`src/rtl/ptda_pkg.sv`:
```
// Package for the per-tag distance averager: sizes, function codes, beat structs.
// No dependencies.
package ptda_pkg;
  localparam int TAG_SLOTS  = 16;
  localparam int ANCHORS    = 4;
  localparam int COUNT_BITS = 16;
  localparam int DIST_BITS  = 20;
  localparam int AVG_BITS   = 19;
  localparam int SUM_BITS   = AVG_BITS + COUNT_BITS;
  localparam int SLOT_BITS  = (TAG_SLOTS > 1) ? $clog2(TAG_SLOTS) : 1;
  localparam int SCNT_BITS  = $clog2(TAG_SLOTS + 1);
  localparam int DIV_STEPS  = SUM_BITS;
  localparam int STEP_BITS  = $clog2(DIV_STEPS + 1);

  localparam logic [1:0] FUNC_INJECT   = 2'd0;
  localparam logic [1:0] FUNC_READ_ONE = 2'd1;
  localparam logic [1:0] FUNC_READ_ALL = 2'd2;

  localparam logic [1:0] REG_FIRST_TAG   = 2'd0;
  localparam logic [1:0] REG_MIN_ANCHORS = 2'd1;

  typedef struct packed {
    logic [1:0]                  func;
    logic [15:0]                 tag_id;
    logic signed [DIST_BITS-1:0] dist_a0;
    logic signed [DIST_BITS-1:0] dist_a1;
    logic signed [DIST_BITS-1:0] dist_a2;
    logic signed [DIST_BITS-1:0] dist_a3;
  } in_beat_t;

  typedef struct packed {
    logic                found;
    logic [15:0]         out_tag;
    logic [AVG_BITS-1:0] avg_a0;
    logic [AVG_BITS-1:0] avg_a1;
    logic [AVG_BITS-1:0] avg_a2;
    logic [AVG_BITS-1:0] avg_a3;
    logic                last;
  } out_beat_t;

  typedef struct packed {
    logic start;
    logic busy;
    logic done;
  } lane_ctl_t;
endpackage

```
`src/rtl/ptda_div_lane.sv`:
```
// One anchor lane: restoring divider, one quotient bit per cycle.
// Depends on ptda_pkg.
module ptda_div_lane (
  input  logic                       clk,
  input  logic                       rst,
  input  logic                       start,
  input  logic [ptda_pkg::SUM_BITS-1:0]   sum,
  input  logic [ptda_pkg::COUNT_BITS-1:0] count,
  output logic                       busy,
  output logic [ptda_pkg::AVG_BITS-1:0]   quot
);
  import ptda_pkg::*;

  logic [SUM_BITS-1:0]   q;
  logic [COUNT_BITS:0]   rem;
  logic [COUNT_BITS-1:0] dvs;
  logic [STEP_BITS-1:0]  step;
  logic [COUNT_BITS:0]   trial;
  logic [COUNT_BITS:0]   rem_sh;

  assign rem_sh = {rem[COUNT_BITS-1:0], q[SUM_BITS-1]};
  assign trial  = rem_sh - {1'b0, dvs};

  always_ff @(posedge clk) begin
    if (rst) begin
      busy <= 1'b0;
      step <= '0;
    end else if (start) begin
      busy <= 1'b1;
      step <= STEP_BITS'(DIV_STEPS);
    end else if (busy) begin
      step <= step - 1'b1;
      if (step == STEP_BITS'(1)) busy <= 1'b0;
    end
  end

  always_ff @(posedge clk) begin
    if (start) begin
      q   <= sum;
      rem <= '0;
      dvs <= count;
    end else if (busy) begin
      if (!trial[COUNT_BITS]) begin
        rem <= trial;
        q   <= {q[SUM_BITS-2:0], 1'b1};
      end else begin
        rem <= rem_sh;
        q   <= {q[SUM_BITS-2:0], 1'b0};
      end
    end
  end

  assign quot = (dvs == '0) ? '0 : q[AVG_BITS-1:0];
endmodule

```
`src/rtl/per_tag_distance_averager.sv`:
```
// Top level of the per-tag distance averager: slot table, sequencer, four divider lanes.
// Depends on ptda_pkg and ptda_div_lane.
//
// One input beat is handled at a time; in_ready is high only while the sequencer is idle.
// An inject goes through accept, row fetch and write back before in_ready rises again.
// A read-one hit goes through accept, row fetch, lane load, the four parallel bit-serial
// dividers (35 quotient bits, then the done check) and the result beat. A read-one miss
// goes from accept straight to the result beat for an out-of-range tag and fetches the
// row first for an inactive slot. A read-all fetches each slot in turn, skips an inactive
// one, divides an active one and skips it when short of min_anchors, else emits it; the
// closing beat comes last. A result waits in the single output register until taken,
// so output stalls hold up the sequencer. Per-slot valid bits reset-clear the slot table.
module per_tag_distance_averager (
  input  logic                clk,
  input  logic                rst,
  input  ptda_pkg::in_beat_t  in_data,
  input  logic                in_valid,
  output logic                in_ready,
  output ptda_pkg::out_beat_t out_data,
  output logic                out_valid,
  input  logic                out_ready,
  input  logic                psel,
  input  logic                penable,
  input  logic                pwrite,
  input  logic [2:0]          paddr,
  input  logic [31:0]         pwdata,
  output logic [31:0]         prdata,
  output logic                pready
);
  import ptda_pkg::*;

  localparam logic [2:0] ST_IDLE  = 3'd0;
  localparam logic [2:0] ST_FETCH = 3'd1;
  localparam logic [2:0] ST_INJ   = 3'd2;
  localparam logic [2:0] ST_DIV   = 3'd3;
  localparam logic [2:0] ST_EMIT  = 3'd4;
  localparam logic [2:0] ST_SCAN  = 3'd5;
  localparam logic [2:0] ST_TERM  = 3'd6;
  localparam logic [2:0] ST_START = 3'd7;

  localparam int ROW_BITS = ANCHORS * (SUM_BITS + COUNT_BITS);

  logic [15:0] first_tag;
  logic [2:0]  min_anchors;
  logic [2:0]  state;
  in_beat_t    cur;
  logic                 miss;
  logic [SLOT_BITS-1:0] slot;
  logic [SCNT_BITS-1:0] scan;
  logic                 all_mode;
  logic [TAG_SLOTS-1:0] active;
  logic [TAG_SLOTS-1:0] row_ok;
  logic [ROW_BITS-1:0]  mem [TAG_SLOTS];
  logic [ROW_BITS-1:0]  rd_row;
  logic [ROW_BITS-1:0]  wr_row;
  logic                 wr_en;
  logic [SUM_BITS-1:0]   sums [ANCHORS];
  logic [COUNT_BITS-1:0] cnts [ANCHORS];
  logic [AVG_BITS-1:0]   quot [ANCHORS];
  logic [ANCHORS-1:0]    lane_busy;
  lane_ctl_t             ctl;
  logic [2:0]            with_data;
  logic [16:0]           off;
  logic                  in_range;
  logic [SLOT_BITS-1:0]  in_slot;

  assign pready = 1'b1;
  always_comb begin
    unique case (paddr[2])
      REG_FIRST_TAG[0]:   prdata = {16'd0, first_tag};
      default:            prdata = {29'd0, min_anchors};
    endcase
  end

  always_ff @(posedge clk) begin
    if (rst) begin
      first_tag   <= '0;
      min_anchors <= 3'd3;
    end else if (psel && penable && pwrite) begin
      if (paddr[2:2] == REG_FIRST_TAG[0:0]) first_tag <= pwdata[15:0];
      else if (paddr[2:2] == REG_MIN_ANCHORS[0:0]) min_anchors <= pwdata[2:0];
    end
  end

  assign off      = {1'b0, in_data.tag_id} - {1'b0, first_tag};
  assign in_range = !off[16] && (off[15:0] < 16'(TAG_SLOTS));
  assign in_slot  = off[SLOT_BITS-1:0];
  assign in_ready = (state == ST_IDLE);

  always_ff @(posedge clk) begin
    rd_row <= mem[slot];
    if (wr_en) mem[slot] <= wr_row;
  end

  always_comb begin
    for (int a = 0; a < ANCHORS; a++) begin
      sums[a] = row_ok[slot] ? rd_row[a*(SUM_BITS+COUNT_BITS)+COUNT_BITS +: SUM_BITS] : '0;
      cnts[a] = row_ok[slot] ? rd_row[a*(SUM_BITS+COUNT_BITS) +: COUNT_BITS] : '0;
    end
  end

  always_comb begin
    logic [DIST_BITS-1:0] d;
    logic [ANCHORS*DIST_BITS-1:0] ds;
    ds = {cur.dist_a3, cur.dist_a2, cur.dist_a1, cur.dist_a0};
    wr_row = '0;
    for (int a = 0; a < ANCHORS; a++) begin
      d = ds[a*DIST_BITS +: DIST_BITS];
      if (state == ST_INJ && d != '0 && !d[DIST_BITS-1] && cnts[a] != '1) begin
        wr_row[a*(SUM_BITS+COUNT_BITS)+COUNT_BITS +: SUM_BITS] =
          sums[a] + SUM_BITS'(d);
        wr_row[a*(SUM_BITS+COUNT_BITS) +: COUNT_BITS] = cnts[a] + 1'b1;
      end else if (state == ST_INJ) begin
        wr_row[a*(SUM_BITS+COUNT_BITS)+COUNT_BITS +: SUM_BITS] = sums[a];
        wr_row[a*(SUM_BITS+COUNT_BITS) +: COUNT_BITS] = cnts[a];
      end
    end
  end
  assign wr_en = (state == ST_INJ);

  // rd_row holds the addressed row in the cycle after the fetch
  assign ctl.start = (state == ST_START);
  assign ctl.busy  = |lane_busy;
  assign ctl.done  = (state == ST_DIV) && !ctl.busy;

  for (genvar g = 0; g < ANCHORS; g++) begin : g_lane
    ptda_div_lane u_lane (
      .clk   (clk),
      .rst   (rst),
      .start (ctl.start && cur.func != FUNC_INJECT),
      .sum   (sums[g]),
      .count (cnts[g]),
      .busy  (lane_busy[g]),
      .quot  (quot[g])
    );
  end

  logic [ANCHORS-1:0] has;
  always_ff @(posedge clk) begin
    if (ctl.start && cur.func != FUNC_INJECT)
      for (int a = 0; a < ANCHORS; a++) has[a] <= (cnts[a] != '0);
  end
  assign with_data = 3'(has[0]) + 3'(has[1]) + 3'(has[2]) + 3'(has[3]);

  always_ff @(posedge clk) begin
    if (rst) begin
      state     <= ST_IDLE;
      out_valid <= 1'b0;
      active    <= '0;
      row_ok    <= '0;
      all_mode  <= 1'b0;
      scan      <= '0;
    end else begin
      if (out_valid && out_ready && state != ST_EMIT && state != ST_TERM)
        out_valid <= 1'b0;
      unique case (state)
        ST_IDLE: if (in_valid) begin
          cur  <= in_data;
          miss <= (in_data.func == FUNC_READ_ONE) && !in_range;
          unique case (in_data.func)
            FUNC_INJECT: if (in_range) begin
              slot <= in_slot; state <= ST_FETCH; all_mode <= 1'b0;
            end
            FUNC_READ_ONE: if (in_range) begin
              slot <= in_slot; state <= ST_FETCH; all_mode <= 1'b0;
            end else begin
              state <= ST_EMIT; all_mode <= 1'b0; slot <= '0;
            end
            FUNC_READ_ALL: begin
              slot <= '0; scan <= '0; all_mode <= 1'b1; state <= ST_SCAN;
            end
            default: ;
          endcase
        end
        ST_SCAN: begin
          if (scan == SCNT_BITS'(TAG_SLOTS)) state <= ST_TERM;
          else begin
            slot  <= scan[SLOT_BITS-1:0];
            state <= ST_FETCH;
          end
        end
        ST_FETCH: begin
          if (cur.func == FUNC_INJECT) state <= ST_INJ;
          else if (active[slot]) begin
            state <= ST_START;
          end else if (all_mode) begin
            scan <= scan + 1'b1; state <= ST_SCAN;
          end else begin
            miss <= 1'b1; state <= ST_EMIT;
          end
        end
        ST_START: begin
          active[slot] <= 1'b0;
          row_ok[slot] <= 1'b0;
          state        <= ST_DIV;
        end
        ST_INJ: begin
          row_ok[slot] <= 1'b1;
          active[slot] <= active[slot] |
            (cur.dist_a0 > 0 || cur.dist_a1 > 0 || cur.dist_a2 > 0 || cur.dist_a3 > 0);
          state <= ST_IDLE;
        end
        ST_DIV: if (ctl.done) begin
          if (all_mode && !({1'b0, with_data} >= {1'b0, min_anchors})) begin
            scan <= scan + 1'b1; state <= ST_SCAN;
          end else state <= ST_EMIT;
        end
        ST_EMIT: if (!out_valid || out_ready) begin
          out_valid        <= 1'b1;
          out_data.found   <= !miss;
          out_data.out_tag <= all_mode ? first_tag + 16'(slot) : cur.tag_id;
          out_data.avg_a0  <= miss ? '0 : quot[0];
          out_data.avg_a1  <= miss ? '0 : quot[1];
          out_data.avg_a2  <= miss ? '0 : quot[2];
          out_data.avg_a3  <= miss ? '0 : quot[3];
          out_data.last    <= !all_mode;
          if (all_mode) begin
            scan <= scan + 1'b1; state <= ST_SCAN;
          end else state <= ST_IDLE;
        end
        ST_TERM: if (!out_valid || out_ready) begin
          out_valid <= 1'b1;
          out_data  <= '{found: 1'b0, out_tag: '0, avg_a0: '0, avg_a1: '0,
                         avg_a2: '0, avg_a3: '0, last: 1'b1};
          state     <= ST_IDLE;
        end
        default: state <= ST_IDLE;
      endcase
    end
  end
endmodule

```
`config.mk`:
```
export PLATFORM = sky130hd
export DESIGN_NAME = per_tag_distance_averager
export DESIGN_NICKNAME = d
export VERILOG_FILES = /design/src/rtl/ptda_pkg.sv /design/src/rtl/ptda_div_lane.sv /design/src/rtl/per_tag_distance_averager.sv
export SDC_FILE = /design/constraint.sdc
export NUM_CORES = 2
export LEC_CHECK = 0
export ABC_AREA = 1
export BUFFER_PORTS_ARGS = -buffer_cell sky130_fd_sc_hd__buf_2
export CORE_MARGIN = 4
export CORE_UTILIZATION = 41
export DETAILED_ROUTE_END_ITERATION = 10
export SYNTH_ARGS = -nofsm -noshare
export SYNTH_HDL_FRONTEND = slang
export SYNTH_HIERARCHICAL = 1
export SYNTH_SLANG_ARGS = --single-unit
```
`constraint.sdc`:
```
create_clock -name clk -period 15.9 [get_ports clk]
set_input_delay 0.795 -clock clk [delete_from_list [all_inputs] [get_ports clk]]
set_output_delay 0.795 -clock clk [all_outputs]
set_load 0.03 [all_outputs]
```
### Word level (Yosys, flattened, before mapping)

Memory sizes are Yosys's and may differ from the RTL's. A register that Yosys moved wholly into a read port is not among the register bits.
Cells that the tools add are included.

| word-level totals | value |
|---|---|
| logic and storage cells | 310 |
| RAM bits | 3264 |
| register bits | 558 |
| bits of input ports | 140 |
| output and inout bits | 129 |
| memories | 1 |

Memories:

| name | depth | width | rd ports | clocked after Yosys merged registers in | write ports | line | RTL |
|---|---|---|---|---|---|---|---|
| mem | 16 | 204 | 1 | 1 | 1 | per_tag_distance_averager.sv:53 | `logic [ROW_BITS-1:0] mem [TAG_SLOTS];` |

| cells by class | value |
|---|---|
| bitwise operators | 7 |
| reduce and logical (&&, ||, !) cells | 76 |
| equal/unequal tests | 33 |
| muxes and demuxes | 115 |
| magnitude comparators | 8 |
| add/sub/neg operators | 22 |

Operators by type and width:

| kind | number |
|---|---|
| $mux W35 | 12 |
| $mux W51 | 8 |
| $mux W94 | 2 |
| $pmux W94 S2 | 1 |
| $mux W16 | 10 |
| $mux W19 | 8 |
| $add A35 B20 Y35 | 4 |
| $gt A20 B1 Y1 const B | 4 |
| $reduce_bool A20 Y1 | 4 |
| $sub A17 B16 Y17 | 4 |
| $add A16 B1 Y16 const B | 4 |
| $logic_not A16 Y1 | 4 |
| $ne A16 B16 Y1 const B | 4 |
| $pmux W16 S2 | 2 |
| $reduce_bool A16 Y1 | 4 |
| $mux W6 | 8 |
| $mux W5 | 8 |
| $and A16 B16 Y16 | 2 |
| $mux W1 | 31 |
| $mux W3 | 9 |
| $eq A6 B1 Y1 const B | 4 |
| $pmux W3 S8 | 1 |
| $sub A6 B1 Y6 const B | 4 |
| $logic_and A1 B1 Y1 | 23 |
| 49 further kinds | 96 |

### Longest topological paths before layout

| logic depth | value |
|---|---|
| depth after elaboration | 9 |
| depth in mapped cells | 29 |

### Modules after synthesis

Netlist, hierarchy kept.

By module, submodules not included:

| module | area an instance (µm²) | times used | seq. area each (µm²) | cells an instance |
|---|---|---|---|---|
| per_tag_distance_averager | 144603.7 | 1 | 109354.9 | 9999 |
| ptda_div_lane | 4314.1 | 4 | 1991.9 | 581 |

### Worst setup path before layout

Ideal clock, no wire load.

| timing path | value |
|---|---|
| path kind | register -> register |
| start point | register slot[1] |
| end point | memory mem[8][0] (netlist name), enable pin |
| library setup time | 1.022 ns |
| path slack | -0.423 ns |
| buffers on the path | 2 |
| stages on the path, launching flop included | 6 |
| data required time | 14.878 ns |
| data arrival time | 15.301 ns |
| path through | edfxtp_1 -> nor2_1 -> clkbuf_1 -> clkbuf_1 -> inv_1 -> nor3_1 |

RTL lines:

| element | line | RTL |
|---|---|---|
| start, declared | per_tag_distance_averager.sv:48 | `logic [SLOT_BITS-1:0] slot;` |
| start signal, assigned | per_tag_distance_averager.sv:178 | `slot <= scan[SLOT_BITS-1:0];` |
| end, declared | per_tag_distance_averager.sv:53 |  |

Straight into the memory's write port.

### Worst setup path after layout

| timing path | value |
|---|---|
| start point | register slot[1] |
| end point | memory mem[10][125] (netlist name), data pin |

| between the ends | value |
|---|---|
| cells in the longest elaborated chain, start to end | 6 |
| elaborated cells on any way between the ends | 9 |

RTL lines:

| element | line | RTL |
|---|---|---|
| $bmux W1 S4 * | per_tag_distance_averager.sv:97, per_tag_distance_averager.sv:98 |  |
| $mux W1 (not written as such) * | per_tag_distance_averager.sv:97, per_tag_distance_averager.sv:98 |  |
| branches (longest 3 deep; another with $add A35 B20 Y35) | - |  |
| $mux W51 * | per_tag_distance_averager.sv:109 | `if (state == ST_INJ && d != '0 && !d[DIST_BITS-1] && cnts[a] != '1) begin` |
| net wr_row[125] | per_tag_distance_averager.sv:55 | `logic [ROW_BITS-1:0] wr_row;` |

Mark *: on every way through the listed nets, which the timed path passes. The select of a mux whose other input is x is not followed.

==> run metrics <==
gr usage total=20.8%; Stages on worst setup path=18; Yosys cell types=56; Worst slew margin=8.80%; status=finished, final reports clean; Buffers on Ports=233; die width=636 µm; Yosys reg bits=4,026; met2 wire len=204,000 µm; Placer Congestion=0.881; most frequent cells in the layout=edfxtp_1, nand2_1, a22oi_1; # setup viols final=0; clock sinks=4,026; first-pass GRT wire length=646,000 µm; total power=0.0239 W; critical path arrival=8.77 ns; drc violations=0; highest routed layer=met5; Fin Setup TNS=0 ns; slowest library cell on the worst path=o22ai_1; Reg clk slew, reported paths=0.07 ns; cell area after synthesis=162,000 µm²; detailed-route via count=102,000; cells after synthesis=12,300; layout cells sized above 1=9.68%; setup bufs post-CTS=0; clk_lat worst skew=0.97 ns; largest net degree at the start of global routing=148; critical path's most frequent cell=nand2_1; Met1 Routed Length=192,000 µm; gr ovfl total=0; CTS H-Tree Depth=5; last element of the critical path=mem[10][125]$_DFFE_PP_; Max stage delay on crit path=1.12 ns; Seq/Total Area, Yosys=72.5%; final hold slack=0.0774 ns; CTS tree=built; Root Driver=clkbuf_16; max cap viols=0; static leakage=63.0 nW; reg2reg start=slot[1]$_DFFE_PP_; Crit Path Class=flop to flop; unrepaired setup endpoints after global routing=no; Buf/Inv on CP=4; Met3 Wirelength=31,300 µm; FP Rows=230; CTS Buf Count=409; maximum fanout along the worst path=124; die height=636 µm; WL final=437,000 µm; Util after Layout=46.7%; Final Cycle Share=51.8%; hold path depth=1; DRT Pass-1 Iters=8; Mean Syn Cell Area=13.1 µm²; Power Dens Cells=130 nW/µm²; Fmax achieved=121 MHz; Peak VDD IR=0.000102 V; crit path time final=8.24 ns; worst endpoint required time=16.43 ns; min-delay worst type=input pin to flop; Final Hold Viols=0; Crit path max-delay family=simple AND/OR/NAND/NOR gates; DR WL/cell=24.0 µm; worst reg2reg path depth=18; dpl cells=17,400; Starting Density=41.2%; Detailed Route Iter0 Violations=10,600; Final nets=13,000; YS warnings=6; Core ar.=393,000 µm²; R2R setup slack=7.66 ns; Async SR Flop Fraction=0%; fillers=34,600; CP Launch Type=flop; critical-path cell list=nand2_1 -> inv_8 -> buf_4 -> nand2_1 -> nand4_1 -> nand2_1 -> nand2_2 -> inv_2 -> nand2_8 -> buf_4 -> nand2_1 -> nor2_1 -> nand2_1 -> nor2_1 -> nand2_1 -> nand2_2 -> nand2_1 -> o22ai_1; CTS max path bufs=4; worst reg2reg endpoint=mem[10][125]$_DFFE_PP_; vias in the first global route=99,200; Vias per Instance=5.61; Die Area=405,000 µm²; HPWL Detailed=229,000 µm; initial antenna violation count=13; IO Count=269; clock skew=0.0851 ns; ys flop type=edfxtp_1; Area Growth Syn to Fin=13.3%; post-route ant nets=0; number of flops mapped to enable cells by yosys=3,669; fin cells=18,200; most common cell after layout, fill and taps aside=edfxtp_1; worst slew pin tran=1.37 ns; Max Slew Vio Count=0; crit path from=slot[1]$_DFFE_PP_; CP Capture Type=flop
power breakdown:
part / total, W / switching [W] / internal, W
clock network: 0.00954 / 0.00406 / 0.00547
logic: 0.00258 / 0.00182 / 0.000758
registers: 0.0118 / 0.000125 / 0.0117
total: 0.0239 / 0.00601 / 0.0179
logic make-up after synthesis:
family                   Yosys count  synth area share, %
AO/OA/AOI/OAI                   3084                 12.3
adder cells (fa/ha/maj)          202                 1.61
flip-flops                      4026                 72.5
buffers and inverters           1664                 4.01
AND/OR/NAND/NOR                 3208                 8.81
other                              2              0.00464
XOR/XNOR                         137                0.741
how the worst min path moves through the flow:
| stage | start | end | slack [ns] |
|---|---|---|---|
| floorplan | active[9]$_SDFFE_PP0P_ | active[9]$_SDFFE_PP0P_ | 0.44 |
| global placement | active[10]$_SDFFE_PP0P_ | active[10]$_SDFFE_PP0P_ | 0.45 |
| detailed placement | active[8]$_SDFFE_PP0P_ | active[8]$_SDFFE_PP0P_ | 0.46 |
| CTS | in_data[34] | cur[34]$_DFFE_PP_ | 0.0009 |
| global route | in_data[84] | cur[84]$_DFFE_PP_ | 0.03 |
| finish | in_data[48] | cur[48]$_DFFE_PP_ | 0.08 |
flip-flops by register name, indices dropped and copies added, names as in the netlist, named ones only:
register,count
all_mode,1
has,4
g_lane.u_lane/dvs,64
miss,1
slot,4
mem,3264
first_tag,16
state,3
g_lane.u_lane/rem,64
g_lane.u_lane/busy,4
out_data,94
cur,98
scan,5
rd_row,204
active,16
g_lane.u_lane/q,140
g_lane.u_lane/step,24
min_anchors,3
out_valid,1
what timing repair did:
action / in CTS / in global routing
gates resized for setup: 0 / 0
hold buffers: 73 / 0
hold endpoints to repair: 73 / 0
stage by stage:
step / setup WS [ns] / cell area, µm²
6_report: 7.66 / 183000
5_1_grt: 7.11 / 183000
4_1_cts: 7.68 / 183000
3_5_place_dp: 7.75 / 169000
3_3_place_gp: 7.78 / 169000
2_1_floorplan: 4.71 / 162000
per-layer routing:
metal / up-vias / track usage, %
met5: - / 0
met3: 616 / 2.65
met2: 3881 / 33.8
met1: 51400 / 29.8
met4: 4 / 4.88
li1: 46500 / -
cell usage after synthesis, drive strengths merged, types with 71 or more instances:
| master | instances | area [µm²] |
|---|---|---|
| o21ai | 303 | 1520 |
| clkbuf | 493 | 1850 |
| nor2 | 678 | 2740 |
| nor3 | 71 | 380 |
| inv | 1034 | 3880 |
| ha | 191 | 2390 |
| edfxtp | 3669 | 110000 |
| buf | 130 | 737 |
| dfxtp | 357 | 7150 |
| nand4 | 97 | 607 |
| a22oi | 1641 | 12300 |
| a21oi | 1012 | 5080 |
| nand2 | 1704 | 6530 |
| xor2 | 73 | 639 |
| or4 | 204 | 1530 |
| nand3 | 372 | 1870 |
area by class of cell:
cell class	instances	area, µm²	share of cell area [%]
Tap cell	5220	6530	3.56
Multi-Input combinational cell	6648	38300	20.9
Clock inverter	194	2090	1.14
Clock buffer	566	11300	6.17
Antenna cell	3	7.51	0.00409
Sequential cell	4026	117000	64.0
Timing Repair Buffer	532	3880	2.12
Inverter	1041	3930	2.14
Note: power is estimated with default switching activity, not from simulation.
